**src/hdl/amf0_pkg.sv**
```systemverilog
// Shared types and constants for the AMF0 stream tokenizer.
package amf0_pkg;

	// Deepest object nesting accepted; an object opened at depth 15 is a depth error.
	localparam int MAX_DEPTH = 15;
	localparam logic [3:0] DEPTH_LIMIT = (MAX_DEPTH > 15) ? 4'd15 : 4'(MAX_DEPTH);

	// Command queue between front and back
	localparam int QDEPTH = 4;
	localparam int QAW = $clog2(QDEPTH);

	// AMF0 type markers
	localparam logic [4:0] T_NUMBER   = 5'd0;
	localparam logic [4:0] T_BOOLEAN  = 5'd1;
	localparam logic [4:0] T_STRING   = 5'd2;
	localparam logic [4:0] T_OBJECT   = 5'd3;
	localparam logic [4:0] T_NULL     = 5'd5;
	localparam logic [4:0] T_UNDEF    = 5'd6;
	localparam logic [4:0] T_REF      = 5'd7;
	localparam logic [4:0] T_OBJ_END  = 5'd9;
	localparam logic [4:0] T_DATE     = 5'd11;
	localparam logic [4:0] T_LONG_STR = 5'd12;
	localparam logic [4:0] T_UNSUP    = 5'd13;
	localparam logic [4:0] T_XML      = 5'd15;
	localparam logic [4:0] T_LAST     = 5'd17;

	// Byte roles
	localparam logic [2:0] ROLE_MARKER   = 3'd0;
	localparam logic [2:0] ROLE_NAME_LEN = 3'd1;
	localparam logic [2:0] ROLE_NAME     = 3'd2;
	localparam logic [2:0] ROLE_VAL_LEN  = 3'd3;
	localparam logic [2:0] ROLE_PAYLOAD  = 3'd4;
	localparam logic [2:0] ROLE_ERROR    = 3'd5;

	// Error codes
	localparam logic [1:0] ERR_NONE  = 2'd0;
	localparam logic [1:0] ERR_UNSUP = 2'd1;
	localparam logic [1:0] ERR_END   = 2'd2;
	localparam logic [1:0] ERR_DEEP  = 2'd3;

	// What a byte would start if it were a type marker
	typedef enum logic [2:0] {
		K_FIXED,
		K_LEN,
		K_OBJ,
		K_END,
		K_VOID,
		K_UNSUP
	} kind_t;

	// Classified input beat, front to back
	typedef struct packed {
		logic [7:0] data;
		logic       start;
		logic [4:0] mtype;
		kind_t      kind;
		logic [3:0] init_left;
	} cmd_t;

	// Result beat
	typedef struct packed {
		logic [2:0]  role;
		logic [4:0]  vtype;
		logic [3:0]  depth;
		logic [7:0]  data;
		logic        done;
		logic [63:0] bits;
		logic [15:0] zone;
		logic [1:0]  err;
	} res_t;

endpackage

```
**src/hdl/amf0_front.sv**
```systemverilog
// Front stage: accepts input beats and classifies each byte as a would-be type marker.
module amf0_front (
	input  logic              clk,
	input  logic              arst_n,
	input  logic              push,
	output logic              full,
	input  logic [7:0]        data_byte,
	input  logic              message_start,
	output logic              cmd_valid,
	input  logic              cmd_ready,
	output amf0_pkg::cmd_t    cmd
);

	logic           valid_s1;
	amf0_pkg::cmd_t cmd_s1;
	amf0_pkg::cmd_t cls;
	logic           in_ready;

	always_comb begin
		cls.data      = data_byte;
		cls.start     = message_start;
		cls.mtype     = (data_byte <= 8'(amf0_pkg::T_LAST)) ? data_byte[4:0] : amf0_pkg::T_UNSUP;
		cls.kind      = amf0_pkg::K_UNSUP;
		cls.init_left = 4'd0;
		unique case (cls.mtype) inside
			amf0_pkg::T_NUMBER: begin
				cls.kind      = amf0_pkg::K_FIXED;
				cls.init_left = 4'd8;
			end
			amf0_pkg::T_BOOLEAN: begin
				cls.kind      = amf0_pkg::K_FIXED;
				cls.init_left = 4'd1;
			end
			amf0_pkg::T_REF: begin
				cls.kind      = amf0_pkg::K_FIXED;
				cls.init_left = 4'd2;
			end
			amf0_pkg::T_DATE: begin
				cls.kind      = amf0_pkg::K_FIXED;
				cls.init_left = 4'd10;
			end
			amf0_pkg::T_STRING: begin
				cls.kind      = amf0_pkg::K_LEN;
				cls.init_left = 4'd2;
			end
			amf0_pkg::T_LONG_STR, amf0_pkg::T_XML: begin
				cls.kind      = amf0_pkg::K_LEN;
				cls.init_left = 4'd4;
			end
			amf0_pkg::T_OBJECT: cls.kind = amf0_pkg::K_OBJ;
			amf0_pkg::T_OBJ_END: cls.kind = amf0_pkg::K_END;
			amf0_pkg::T_NULL, amf0_pkg::T_UNDEF: cls.kind = amf0_pkg::K_VOID;
			default: cls.kind = amf0_pkg::K_UNSUP;
		endcase
	end

	assign in_ready  = !valid_s1 || cmd_ready;
	assign full      = !in_ready;
	assign cmd_valid = valid_s1;
	assign cmd       = cmd_s1;

	always_ff @(posedge clk or negedge arst_n) begin
		if (!arst_n) begin
			valid_s1 <= 1'b0;
		end else if (in_ready) begin
			valid_s1 <= push;
		end
	end

	always_ff @(posedge clk) begin
		if (push && in_ready) begin
			cmd_s1 <= cls;
		end
	end

endmodule

```
**src/hdl/amf0_cmd_queue.sv**
```systemverilog
// Short FIFO of classified beats between front and back.
module amf0_cmd_queue (
	input  logic              clk,
	input  logic              arst_n,
	input  logic              wr_valid,
	output logic              wr_ready,
	input  amf0_pkg::cmd_t    wr_cmd,
	output logic              rd_valid,
	input  logic              rd_take,
	output amf0_pkg::cmd_t    rd_cmd
);

	amf0_pkg::cmd_t             mem_q [amf0_pkg::QDEPTH];
	logic [amf0_pkg::QAW-1:0]   wr_ptr_q;
	logic [amf0_pkg::QAW-1:0]   rd_ptr_q;
	logic [amf0_pkg::QAW:0]     count_q;
	logic                       do_wr;
	logic                       do_rd;

	assign wr_ready = (count_q != (amf0_pkg::QAW+1)'(amf0_pkg::QDEPTH));
	assign rd_valid = (count_q != '0);
	assign rd_cmd   = mem_q[rd_ptr_q];
	assign do_wr    = wr_valid && wr_ready;
	assign do_rd    = rd_take && rd_valid;

	always_ff @(posedge clk or negedge arst_n) begin
		if (!arst_n) begin
			wr_ptr_q <= '0;
			rd_ptr_q <= '0;
			count_q  <= '0;
		end else begin
			if (do_wr) wr_ptr_q <= wr_ptr_q + 1'b1;
			if (do_rd) rd_ptr_q <= rd_ptr_q + 1'b1;
			if (do_wr && !do_rd) count_q <= count_q + 1'b1;
			else if (do_rd && !do_wr) count_q <= count_q - 1'b1;
		end
	end

	always_ff @(posedge clk) begin
		if (do_wr) begin
			mem_q[wr_ptr_q] <= wr_cmd;
		end
	end

endmodule

```
**src/hdl/amf0_back.sv**
```systemverilog
// Back end: AMF0 parse state machine and two-entry result buffer.
module amf0_back (
	input  logic              clk,
	input  logic              arst_n,
	input  logic              cmd_valid,
	output logic              cmd_take,
	input  amf0_pkg::cmd_t    cmd,
	output logic              empty,
	input  logic              pop,
	output amf0_pkg::res_t    res
);

	typedef enum logic [3:0] {
		PH_MARKER,
		PH_NLEN_HI,
		PH_NLEN_LO,
		PH_NAME,
		PH_FIXED,
		PH_LEN,
		PH_STR,
		PH_ERR_UNSUP,
		PH_ERR_END,
		PH_ERR_DEEP
	} phase_t;

	phase_t      ph_q, ph_e, ph_n;
	logic [4:0]  ct_q, ct_e, ct_n;
	logic [31:0] bl_q, bl_e, bl_n, bl_dec;
	logic [63:0] g_q, g_e, g_n;
	logic [3:0]  d_q, d_e, d_n;
	logic [15:0] z_q, z_e, z_n;
	logic [2:0]  role;
	logic [1:0]  err;
	logic        done;
	logic        last;
	logic [7:0]  b;

	amf0_pkg::res_t obuf_q [2];
	logic           wr_ptr_q;
	logic           rd_ptr_q;
	logic [1:0]     ocnt_q;
	logic           pop_fire;

	assign cmd_take = cmd_valid && (ocnt_q != 2'd2);
	assign pop_fire = pop && (ocnt_q != 2'd0);
	assign empty    = (ocnt_q == 2'd0);
	assign res      = obuf_q[rd_ptr_q];
	assign b        = cmd.data;

	// Message start restarts from the reset state with this byte.
	always_comb begin
		ph_e = cmd.start ? PH_MARKER : ph_q;
		ct_e = cmd.start ? 5'd0 : ct_q;
		bl_e = cmd.start ? 32'd0 : bl_q;
		g_e  = cmd.start ? 64'd0 : g_q;
		d_e  = cmd.start ? 4'd0 : d_q;
		z_e  = cmd.start ? 16'd0 : z_q;
	end

	assign bl_dec = (bl_e != 32'd0) ? bl_e - 32'd1 : 32'd0;
	assign last   = (bl_e[31:1] == 31'd0);

	always_comb begin
		ph_n = ph_e;
		ct_n = ct_e;
		bl_n = bl_e;
		g_n  = g_e;
		d_n  = d_e;
		z_n  = z_e;
		role = amf0_pkg::ROLE_ERROR;
		err  = amf0_pkg::ERR_NONE;
		done = 1'b0;
		unique case (ph_e)
			PH_MARKER: begin
				role = amf0_pkg::ROLE_MARKER;
				g_n  = 64'd0;
				z_n  = 16'd0;
				ct_n = cmd.mtype;
				unique case (cmd.kind)
					amf0_pkg::K_FIXED: begin
						bl_n = {28'd0, cmd.init_left};
						ph_n = PH_FIXED;
					end
					amf0_pkg::K_LEN: begin
						bl_n = {28'd0, cmd.init_left};
						ph_n = PH_LEN;
					end
					amf0_pkg::K_OBJ: begin
						if (d_e >= amf0_pkg::DEPTH_LIMIT) begin
							ph_n = PH_ERR_DEEP;
							role = amf0_pkg::ROLE_ERROR;
							err  = amf0_pkg::ERR_DEEP;
						end else begin
							d_n  = d_e + 4'd1;
							done = 1'b1;
							ph_n = PH_NLEN_HI;
						end
					end
					amf0_pkg::K_END: begin
						if (d_e == 4'd0) begin
							ph_n = PH_ERR_END;
							role = amf0_pkg::ROLE_ERROR;
							err  = amf0_pkg::ERR_END;
						end else begin
							d_n  = d_e - 4'd1;
							done = 1'b1;
							ph_n = (d_e != 4'd1) ? PH_NLEN_HI : PH_MARKER;
						end
					end
					amf0_pkg::K_VOID: begin
						done = 1'b1;
						ph_n = (d_e != 4'd0) ? PH_NLEN_HI : PH_MARKER;
					end
					default: begin
						ph_n = PH_ERR_UNSUP;
						role = amf0_pkg::ROLE_ERROR;
						err  = amf0_pkg::ERR_UNSUP;
					end
				endcase
			end
			PH_NLEN_HI: begin
				role = amf0_pkg::ROLE_NAME_LEN;
				ct_n = amf0_pkg::T_OBJECT;
				g_n  = {56'd0, b};
				ph_n = PH_NLEN_LO;
			end
			PH_NLEN_LO: begin
				role = amf0_pkg::ROLE_NAME_LEN;
				ct_n = amf0_pkg::T_OBJECT;
				g_n  = {48'd0, g_e[7:0], b};
				done = 1'b1;
				if ({g_e[7:0], b} == 16'd0) begin
					ph_n = PH_MARKER;
				end else begin
					bl_n = {16'd0, g_e[7:0], b};
					ph_n = PH_NAME;
				end
			end
			PH_NAME: begin
				role = amf0_pkg::ROLE_NAME;
				ct_n = amf0_pkg::T_OBJECT;
				bl_n = bl_dec;
				if (last) ph_n = PH_MARKER;
			end
			PH_FIXED: begin
				role = amf0_pkg::ROLE_PAYLOAD;
				// last two date bytes are the timezone
				if (ct_e == amf0_pkg::T_DATE && bl_e <= 32'd2) z_n = {z_e[7:0], b};
				else g_n = {g_e[55:0], b};
				bl_n = bl_dec;
				if (last) begin
					done = 1'b1;
					ph_n = (d_e != 4'd0) ? PH_NLEN_HI : PH_MARKER;
				end
			end
			PH_LEN: begin
				role = amf0_pkg::ROLE_VAL_LEN;
				g_n  = {g_e[55:0], b};
				bl_n = bl_dec;
				if (last) begin
					bl_n = {g_e[23:0], b};
					if ({g_e[23:0], b} == 32'd0) begin
						done = 1'b1;
						ph_n = (d_e != 4'd0) ? PH_NLEN_HI : PH_MARKER;
					end else begin
						ph_n = PH_STR;
					end
				end
			end
			PH_STR: begin
				role = amf0_pkg::ROLE_PAYLOAD;
				bl_n = bl_dec;
				if (last) begin
					done = 1'b1;
					ph_n = (d_e != 4'd0) ? PH_NLEN_HI : PH_MARKER;
				end
			end
			PH_ERR_UNSUP: err = amf0_pkg::ERR_UNSUP;
			PH_ERR_END: err = amf0_pkg::ERR_END;
			PH_ERR_DEEP: err = amf0_pkg::ERR_DEEP;
			default: err = amf0_pkg::ERR_DEEP;
		endcase
	end

	always_ff @(posedge clk or negedge arst_n) begin
		if (!arst_n) begin
			ph_q     <= PH_MARKER;
			ct_q     <= 5'd0;
			bl_q     <= 32'd0;
			g_q      <= 64'd0;
			d_q      <= 4'd0;
			z_q      <= 16'd0;
			wr_ptr_q <= 1'b0;
			rd_ptr_q <= 1'b0;
			ocnt_q   <= 2'd0;
		end else begin
			if (cmd_take) begin
				ph_q     <= ph_n;
				ct_q     <= ct_n;
				bl_q     <= bl_n;
				g_q      <= g_n;
				d_q      <= d_n;
				z_q      <= z_n;
				wr_ptr_q <= !wr_ptr_q;
				obuf_q[wr_ptr_q] <= '{role: role, vtype: ct_n, depth: d_n, data: b,
					done: done, bits: g_n, zone: z_n, err: err};
			end
			if (pop_fire) rd_ptr_q <= !rd_ptr_q;
			if (cmd_take && !pop_fire) ocnt_q <= ocnt_q + 2'd1;
			else if (pop_fire && !cmd_take) ocnt_q <= ocnt_q - 2'd1;
		end
	end

endmodule

```
**src/hdl/amf0_stream_tokenizer.sv**
```systemverilog
// Top level of the AMF0 stream tokenizer: front classifier, command queue, parse back end.
//
// Byte-serial AMF0 tokenizer. Push one message byte per beat (data_byte, with
// message_start high on the first byte of a message); pop one result beat per
// byte, in order, telling the byte's role, the value type in progress, object
// depth, the assembled payload bits (number, boolean, reference, lengths, date
// timestamp), the date timezone, and an error code. After an error every byte
// reads as errored with the same code until message_start. The block sustains
// one byte per clock cycle while results are popped; the parse state update in
// the back end is the loop that sets the rate. A result passes the front
// register, then a write into the four-beat command queue, then a write into
// the two-beat result buffer before it reaches the output ports. Input and
// output stall independently: full rises only once the front register, the
// command queue and the result buffer are all occupied.
module amf0_stream_tokenizer (
	input  logic        clk,
	input  logic        arst_n,
	input  logic        push,
	output logic        full,
	input  logic [7:0]  data_byte,
	input  logic        message_start,
	output logic        empty,
	input  logic        pop,
	output logic [2:0]  byte_role,
	output logic [4:0]  value_type,
	output logic [3:0]  nest_depth,
	output logic [7:0]  data_out,
	output logic        value_done,
	output logic [63:0] value_bits,
	output logic signed [15:0] time_zone,
	output logic [1:0]  error_code
);

	logic           f_valid;
	logic           f_ready;
	amf0_pkg::cmd_t f_cmd;
	logic           q_valid;
	logic           q_take;
	amf0_pkg::cmd_t q_cmd;
	amf0_pkg::res_t res;

	amf0_front u_front (
		.clk          (clk),
		.arst_n       (arst_n),
		.push         (push),
		.full         (full),
		.data_byte    (data_byte),
		.message_start(message_start),
		.cmd_valid    (f_valid),
		.cmd_ready    (f_ready),
		.cmd          (f_cmd)
	);

	amf0_cmd_queue u_queue (
		.clk     (clk),
		.arst_n  (arst_n),
		.wr_valid(f_valid),
		.wr_ready(f_ready),
		.wr_cmd  (f_cmd),
		.rd_valid(q_valid),
		.rd_take (q_take),
		.rd_cmd  (q_cmd)
	);

	amf0_back u_back (
		.clk      (clk),
		.arst_n   (arst_n),
		.cmd_valid(q_valid),
		.cmd_take (q_take),
		.cmd      (q_cmd),
		.empty    (empty),
		.pop      (pop),
		.res      (res)
	);

	// Result beat fields
	assign byte_role  = res.role;
	assign value_type = res.vtype;
	assign nest_depth = res.depth;
	assign data_out   = res.data;
	assign value_done = res.done;
	assign value_bits = res.bits;
	assign time_zone  = res.zone;
	assign error_code = res.err;

endmodule
```
**config.mk**
```make
export PLATFORM = sky130hd
export DESIGN_NAME = amf0_stream_tokenizer
export DESIGN_NICKNAME = d
export VERILOG_FILES = /design/src/hdl/amf0_pkg.sv /design/src/hdl/amf0_front.sv /design/src/hdl/amf0_cmd_queue.sv /design/src/hdl/amf0_back.sv /design/src/hdl/amf0_stream_tokenizer.sv
export SDC_FILE = /design/constraint.sdc
export NUM_CORES = 1
export LEC_CHECK = 0
export BUFFER_PORTS_ARGS = -buffer_cell sky130_fd_sc_hd__buf_2
export CAP_MARGIN = 20
export CORE_ASPECT_RATIO = 1.75
export CORE_MARGIN = 2
export CORE_UTILIZATION = 45
export CTS_CLUSTER_SIZE = 14
export DETAILED_ROUTE_END_ITERATION = 10
export GPL_TIMING_DRIVEN = 0
export SLEW_MARGIN = 20
export SYNTH_ARGS = -nofsm -noshare
export SYNTH_HDL_FRONTEND = slang
export SYNTH_SLANG_ARGS = --single-unit
```
**constraint.sdc**
```tcl
create_clock -name clk -period 12.1 [get_ports clk]
set_input_delay 2.42 -clock clk [delete_from_list [all_inputs] [get_ports clk]]
set_output_delay 2.42 -clock clk [all_outputs]
set_load 0.05 [all_outputs]
```
; ---- Word-level counts from Yosys, hierarchy flattened
; Memory sizes are Yosys's and may differ from the RTL's.
; Index checks and enable logic that the tools add are counted.
; W data, S select, Z words.
[classes]
n_addsub = 9
mul = 0
div_mod_pow = 0
magnitude_cmp = 3
eq_ne = 26
shifts = 0
n_mux = 57
bitwise_logic = 0
n_reduce_logical = 46
[op_table]
columns = cell, n
row1 = $pmux W64 S5, 1
row2 = $mux W32, 5
row3 = $mux W64, 2
row4 = $pmux W32 S4, 1
row5 = $mux W4, 11
row6 = $pmux W4 S5, 2
row7 = $le A32 B2 Y1 const B, 1
row8 = $logic_not A32 Y1, 1
row9 = $mux W16, 2
row10 = $pmux W16 S2, 1
row11 = $reduce_bool A32 Y1, 1
row12 = $sub A32 B1 Y32 const B, 1
row13 = $logic_not A31 Y1, 1
row14 = $pmux W3 S5, 2
row15 = $eq A5 B4 Y1 const B, 5
row16 = $pmux W4 S6, 1
row17 = $eq A4 B3 Y1 const B, 4
row18 = $logic_not A16 Y1, 1
row19 = $eq A5 B3 Y1 const B, 3
row20 = $mux W3, 4
row21 = $reduce_or A2 Y1, 6
row22 = $reduce_or A3 Y1, 4
row23 = $logic_and A1 B1 Y1, 11
row24 = $mux W1, 11
row25 = other kinds (39), 59
[totals]
reg_bits = 158
latchBits = 0
ramBits = 290
romBits = 0
inputBits = 13
output_inout_bits = 105
wordCells = 161
n_memories = 2
[mem_list]
columns = memory, depth, width, rd, rd_ports_with_merged_regs, wr, line
row1 = u_back.obuf_q, 2, 103, 1, 0, 1, amf0_back.sv:38  ; amf0_pkg::res_t obuf_q [2];
row2 = u_queue.mem_q, 4, 21, 1, 0, 1, amf0_cmd_queue.sv:13  ; amf0_pkg::cmd_t mem_q [amf0_pkg::QDEPTH];

; ---- Logic depth before layout (Yosys ltp)
; Gate-level depths: netlist of run 1.
; An unclocked memory read counts as a cell.
[logic_depth]
depth_word = 7
mapped_depth = 15
depth_no_buf = 11

; ---- Hierarchy
; From an unflattened synthesis of run 1, not the netlist that was laid out.
[hier_totals]
hier_cells = 1327
area_unflattened_um2 = 19550.0
[modules_own_cells]
columns = mod, n_inst, cells_each, area_each_um2, seq_area_each_um2
row1 = amf0_back, 1, 1118, 15138.3, 9414.0
row2 = amf0_cmd_queue, 1, 145, 3474.6, 2697.6
row3 = amf0_front, 1, 64, 937.1, 655.6

; ---- Worst setup path after synthesis of run 1
; No wires, ideal clock.
[synth_path]
path_kind = in2reg
start = input arst_n
end = memory u_back.obuf_q[0][0] in the netlist's numbering (enable)
setup_time_ns = 0.565
t_arrival_ns = 6.756
required_ns = 11.535
path_slack_ns = 4.778
path_stages = 2
path_buffers = 0
path_cell_list = nand2_1 -> nor2_1
[synth_via]
elab_chain_cells = 2
[synth_rtl]
columns = element, line
row1 = "start, declared", amf0_stream_tokenizer.sv:17  ; input logic arst_n,
row2 = $logic_and A1 B1 Y1 (not written as such), amf0_back.sv:205  ; obuf_q[wr_ptr_q] <= '{role: role, vtype: ct_n, depth: d_n, data: b,
row3 = $mux W1 (not written as such), amf0_back.sv:205
row4 = "end, declared", amf0_back.sv:38
; No other way between the ends.

; ---- Final worst setup path of run 1
[layout_path]
start = register u_back.rd_ptr_q
end = output value_bits[60]
[layout_via]
elab_chain_cells = 1
[layout_rtl]
columns = element, line
row1 = "start, declared", amf0_back.sv:40  ; logic rd_ptr_q;
row2 = "start signal, assigned", amf0_back.sv:208  ; if (pop_fire) rd_ptr_q <= !rd_ptr_q;
row3 = $mem_v2 Z2 W103, --
row4 = "end, declared", amf0_stream_tokenizer.sv:29  ; output logic [63:0] value_bits,
; No other way between the ends.

==> results of run 1 <==
[synth_stat cells (10+ instances only)]
| library cell | count | share of area |
|---|---|---|
| nand2b_1 | 10 | 0.0032 |
| a22o_1 | 161 | 0.073 |
| o21ai_0 | 43 | 0.011 |
| a21oi_1 | 46 | 0.012 |
| nor3_1 | 22 | 0.0057 |
| clkbuf_1 | 51 | 0.0099 |
| nand2_1 | 81 | 0.016 |
| buf_1 | 10 | 0.0019 |
| edfxtp_1 | 311 | 0.48 |
| xnor2_1 | 16 | 0.0072 |
| nor2_1 | 58 | 0.011 |
| buf_2 | 18 | 0.0046 |
| nor4_1 | 17 | 0.0055 |
| inv_1 | 19 | 0.0037 |
| mux4_2 | 21 | 0.024 |
| ha_1 | 10 | 0.0064 |
| dfrtp_1 | 137 | 0.18 |
| mux2_2 | 109 | 0.063 |
| nand3_1 | 22 | 0.0057 |
[power by group through the flow]
| stage | clock network [mW] | registers, mW | logic [mW] |
|---|---|---|---|
| 5_1_grt | 1.39 | 2.27 | 3.40 |
| 4_1_cts | 1.34 | 2.24 | 3.22 |
| 2_1_floorplan | 0 | 2.24 | 2.21 |
| 6_report | 1.31 | 2.24 | 3.21 |
| 3_3_place_gp | 0 | 2.31 | 3.13 |
| 3_5_place_dp | 0 | 2.27 | 3.21 |
[through the flow]
step	hold WS [ns]	utilization	worst slack [ns]	cell area, um^2
final	0.498	0.524	6.44	22300
after global routing	0.517	0.524	6.25	22300
after CTS	0.503	0.524	6.33	22300
after detailed placement	0.489	0.493	6.92	21000
after global placement	0.465	0.487	-0.745	20700
after floorplan	0.459	-	4.78	19400
[layout make-up]
| class | count | share of cell area |
|---|---|---|
| Sequential cell | 448 | 0.572 |
| Multi-Input combinational cell | 795 | 0.278 |
| Clock buffer | 59 | 0.0536 |
| Timing Repair Buffer | 127 | 0.0367 |
| Tap cell | 561 | 0.0315 |
| Buffer | 89 | 0.0178 |
| Clock inverter | 16 | 0.00684 |
| Inverter | 19 | 0.00320 |
[how the worst max path moves through the flow]
stage / from / to / slack [ns] / depth (start not counted)
4_1_cts: u_back.rd_ptr_q / value_bits[60] / 6.33 / 5
5_1_grt: u_back.rd_ptr_q / value_done / 6.25 / 5
2_1_floorplan: arst_n / u_back.obuf_q[0][0] / 4.78 / 2
3_3_place_gp: arst_n / u_back.obuf_q[0][61] / -0.74 / 3
3_5_place_dp: u_back.rd_ptr_q / value_bits[60] / 6.92 / 5
6_report: u_back.rd_ptr_q / value_bits[60] / 6.44 / 5
[flip-flops by register name, indices dropped and copies added (netlist names)]
name,flops
u_back.bl_q,32
u_back.ct_q,5
u_back.d_q,4
u_back.g_q,64
u_back.obuf_q,206
u_back.ocnt_q,2
u_back.ph_q,4
u_back.rd_ptr_q,1
u_back.wr_ptr_q,1
u_back.z_q,16
u_front.cmd,21
u_front.cmd_valid,1
u_queue.count_q,3
u_queue.mem_q,84
u_queue.rd_ptr_q,2
u_queue.wr_ptr_q,2
[routing by layer]
layer  share of wire  GRT usage
met3           0.035     0.0313
met5               0          0
met1            0.34      0.241
met4           0.062      0.138
met2            0.56      0.461
[logic make-up after synthesis]
| family | after synthesis |
|---|---|
| buffers and inverters | 108 |
| adders and majority gates | 11 |
| xor gates and xnor gates | 22 |
| muxes | 133 |
| and+or+nand+nor | 273 |
| AOI/OAI and AO/OA | 356 |
| DFF | 448 |
==> results.cfg, run 1 <==
[run_status]
status = finished, final reports clean

[clock_tree]
cts-buffers-inserted = 42
cts_resized = 0
cts_sinks = 448
clockBufferDepth = 3
insertion_delay_ns = 0.57
path_clk_slew_ns = 0.06
postCtsSetupBuffers = 0
cts_hold_buffers = 0
htree_levels = 2
cts-root-buf = clkbuf_16
cts_tree = built

[place]
portBuffers = 117
place.gp.congestion = 0.931
placedCellCount = 2039
dp_hpwl_um = 38300

[hold_path]
min_to = u_queue.mem_q[3][17]
hp-class = register to register
min_path_cells = 0
hold_start = u_front.cmd[17]

[floorplanning]
dieWidth_um = 161
initial_core_util = 0.457
core_mm2 = 0.0425
die_y_um = 279
rows = 100
die_area_mm2 = 0.0449
pin_count = 118

[logic_synthesis]
synth_fa_ha_area_frac = 0.00747
synth_xor_area_frac = 0.00992
syn_inst = 1351
synth_nets = 1375
synthSimpleGateAreaFrac = 0.0723
synth-edff-count = 311
syn_avg_cell_area_um2 = 14.4
synth_top_family_by_area = compound AO/OA/AOI/OAI gates
seq_area_frac_synth = 0.657
yosysWarnings = 0
async_reset_ff_frac = 0.306
synth-main-ff-cell = edfxtp_1
synth_mux_area_frac = 0.0891
synth_compound_area_frac = 0.140
syn_area_mm2 = 0.0194
ys_ff_latch = 448
synth_cell_types = 81

[setup_path]
cp-end-kind = output pin
cp_cell_sequence = clkbuf_1 -> clkbuf_1 -> clkbuf_1 -> mux2_2 -> buf_2
worst-path-buf-inv = 4
cpPeakStageDelay_ns = 0.75
path_max_fanout = 10
crit_path_frequent_cell = clkbuf_1
worstPathArrival_ns = 3.24
start_kind = register
crit_family = buffers and inverters
required_ns = 9.68
r2r_end = u_back.bl_q[14]
rr_startpoint = u_queue.rd_ptr_q[1]
rr_worst_depth = 14
ff2ff_setup_slack_ns = 7.15
critPathSlowestCell = clkbuf_1
worst-setup-path-type = register to output pin

[power_and_ir_drop]
vdd_drop_max_mv = 0.134
power_density_mw_per_mm2 = 303
switching_power_mw = 3.03
seqPwrFrac = 0.332
p_sw_frac = 0.448
total_power_mw = 6.76
internal-power_mw = 3.74
leakage_nw = 8.44
p_comb_frac = 0.474
pwr-share-clk = 0.194

[timing]
min_period_ns = 5.66
rsz0062_at_grt = no
fin_setup_tns_ns = 0
hold_viol = 0
relSlewSlack = 0.349
max_freq_mhz = 177
slew_viol_final = 0
setup_viol = 0
post-route-period-util = 0.468
tightest_slew_ns = 0.966
skew_ns = 0.0239

[global_routing]
grt_pass1_wl_um = 80400
grt_pass1_vias = 13000
track_usage = 0.238
antenna_found_initial = 0
grt-ovfl-total = 0
grt_max_degree = 87

[detailed_routing]
viasPerCell = 5.98
ant_nets = 0
dr.pass1.iters = 5
drc_errors = 0
vias = 12600
wl_per_cell_um = 25.2
first_iter_violations = 920
wl_um = 53300

[cells_and_area]
regArea_mm2 = 0.0128
final_common_cell = edfxtp_1
multi_input_area_mm2 = 0.00620
fillers = 3646
diodes = 0
final_cell_mix = 311 x edfxtp_1, 161 x a22o_1, 137 x dfrtp_1
syn_to_final_growth_pct = 14.9
fin_nets = 1546
instances_no_fill = 2114
drive_above_1_share = 0.238

[run]
cap_violations = 0
Power figures use the tool's default switching activity.
==> inputs of run 2 (changes only) <==
--- a/config.mk
+++ b/config.mk
@@ -5,6 +5,7 @@
 export SDC_FILE = /design/constraint.sdc
 export NUM_CORES = 1
 export LEC_CHECK = 0
+export ABC_AREA = 1
 export BUFFER_PORTS_ARGS = -buffer_cell sky130_fd_sc_hd__buf_2
 export CAP_MARGIN = 20
 export CORE_ASPECT_RATIO = 1.75
==> constraint.sdc (replaced) <==
create_clock -name clk -period 4.8 [get_ports clk]
set_input_delay 0.96 -clock clk [delete_from_list [all_inputs] [get_ports clk]]
set_output_delay 0.96 -clock clk [all_outputs]
set_load 0.05 [all_outputs]
==> results.cfg, run 2 <==
[setup_path]
r2r_end = u_back.obuf_q[1][97]
worstPathArrival_ns = 3.17
rr_worst_depth = 8
cp-end-kind = output pin
path_max_fanout = 10
ff2ff_setup_slack_ns = 1.11
worst-setup-path-type = register to output pin
required_ns = 3.84
rr_startpoint = u_back.ocnt_q[0]
start_kind = register

[logic_synthesis]
ys_ff_latch = 448
yosys-top-cells-count = 1,046 x nand2_1, 311 x edfxtp_1, 204 x inv_1
synth-edff-count = 311
synth_most_common_cell = nand2_1
yosysWarnings = 0
async_reset_ff_frac = 0.306
seq_area_frac_synth = 0.600
synth-main-ff-cell = edfxtp_1
synth_cell_types = 47
syn_inst = 2433
synth_top_area_cell = edfxtp_1
syn_area_mm2 = 0.0213
syn_avg_cell_area_um2 = 8.75
synth_top_area_share = 0.439
synth_area_leaders = edfxtp_1 44%, nand2_1 18%, dfrtp_1 16%
synth_nets = 2457

[cells_and_area]
drive_above_1_share = 0.0988
reg_top3 = u_back.obuf_q x206, u_queue.mem_q x84, u_back.g_q x64
post-route-util = 0.519
final_common_cell = nand2_1
instances_no_fill = 3231
final_cell_mix = 1,046 x nand2_1, 311 x edfxtp_1, 204 x inv_1
syn_to_final_growth_pct = 14.0
largest_reg_flops = 206
fin_nets = 2633
diodes = 0
regMostFlops = u_back.obuf_q

[clock_tree]
insertion_delay_ns = 0.57
postCtsSetupBuffers = 0
clockBufferDepth = 3
cts-root-buf = clkbuf_16
cts_sinks = 448
htree_levels = 2
cts_hold_buffers = 0
cts_tree = built
cts-buffers-inserted = 42
cts_resized = 0
path_clk_slew_ns = 0.06

[floorplanning]
die_y_um = 292
dieWidth_um = 168
rows = 105
die_area_mm2 = 0.0491
initial_core_util = 0.455
core_mm2 = 0.0468
pin_count = 118

[detailed_routing]
wl_um = 64800
first_iter_violations = 1337
wl_per_cell_um = 20.1
viasPerCell = 5.34
drc_errors = 0
dr.pass1.iters = 7
ant_nets = 0
vias = 17200

[place]
placedCellCount = 3153
dp_hpwl_um = 49200
portBuffers = 117
place.gp.congestion = 0.962

[timing]
slew_viol_final = 0
post-route-period-util = 0.861
rsz0062_at_grt = no
max_freq_mhz = 242
setup_viol = 0
relSlewSlack = 0.211
tightest_slew_ns = 1.18
min_period_ns = 4.13
hold_viol = 0
skew_ns = 0.0175

[global_routing]
grt_max_degree = 83
grt-ovfl-total = 0
track_usage = 0.264
grt_pass1_wl_um = 98500
grt_pass1_vias = 17400
antenna_found_initial = 0

[hold_path]
hp-class = input pin to asynchronous set/reset pin

[run]
cap_violations = 0

[run_status]
status = finished, final reports clean
-- run 2: cell types whose count changed in the layout (fill, tap and decap cells not counted), moves of 16 or more --
cell | before | now
inv_1 | 19 | 204
nand4_1 | 4 | 30
nor2_1 | 57 | 170
o21ai_0 | 43 | 115
clkbuf_1 | 61 | 79
nand3_1 | 22 | 125
nor4_1 | 17 | 1
nand2_1 | 81 | 1046
mux4_2 | 21 | 0
a22o_1 | 161 | 1
mux2_2 | 109 | 0
-- run 2: worst max path at each step --
stage / end / startpoint
global route: data_out[7] / u_back.rd_ptr_q
floorplan: u_back.obuf_q[1][0] / arst_n
finish: data_out[0] / u_back.rd_ptr_q
global placement: u_back.obuf_q[0][87] / arst_n
CTS: data_out[0] / u_back.rd_ptr_q
detailed placement: u_back.obuf_q[1][98] / arst_n
-- run 2: stage by stage --
stage	worst slack (ns)	setup TNS, ns	area [um^2]	hold slack, ns
after floorplan	-0.731	-150.60	21300	0.449
after global placement	-6.19	-1266.96	22600	0.460
after detailed placement	1.01	0	22900	0.466
after CTS	0.659	0	24300	0.440
after global routing	0.567	0	24300	0.463
final	0.669	0	24300	0.414
-- run 2: per-layer routing --
metal  vias to the layer above  share of wire  GRT usage
li1                       8237              -          -
met1                      8178           0.34      0.268
met2                       623           0.54      0.503
met3                       211          0.044     0.0287
met4                         0          0.071      0.176
met5                         -              0          0
-- run 2: logic make-up after synthesis --
family,Yosys count,share of synthesized area
adders and majority gates,11,0.00682
AOI/OAI and AO/OA,229,0.0600
DFF,448,0.600
xor gates and xnor gates,22,0.00905
buffers and inverters,316,0.0599
and+or+nand+nor,1407,0.264
-- run 2: area by class of cell --
class / instances / area [um^2]
Buffer: 106 / 483
Clock buffer: 63 / 1180
Clock inverter: 15 / 178
Fill cell: 4448 / 22500
Inverter: 210 / 791
Multi-Input combinational cell: 1669 / 7290
Sequential cell: 448 / 12800
Tap cell: 588 / 736
Timing Repair Buffer: 132 / 822
-- run 2: critical path, stage by stage, from the launching register on --
cell and delay (ns):
dfrtp_1 0.36, clkbuf_1 0.17, clkinv_1 0.21, clkbuf_1 0.78, clkbuf_1 0.53, nand2_1 0.12, nand2_1 0.14, buf_2 0.28
Power of run 2 is left out: the tool's default activity adds up to more than one toggle a clock period on the data nets, which glitch-free logic cannot reach.
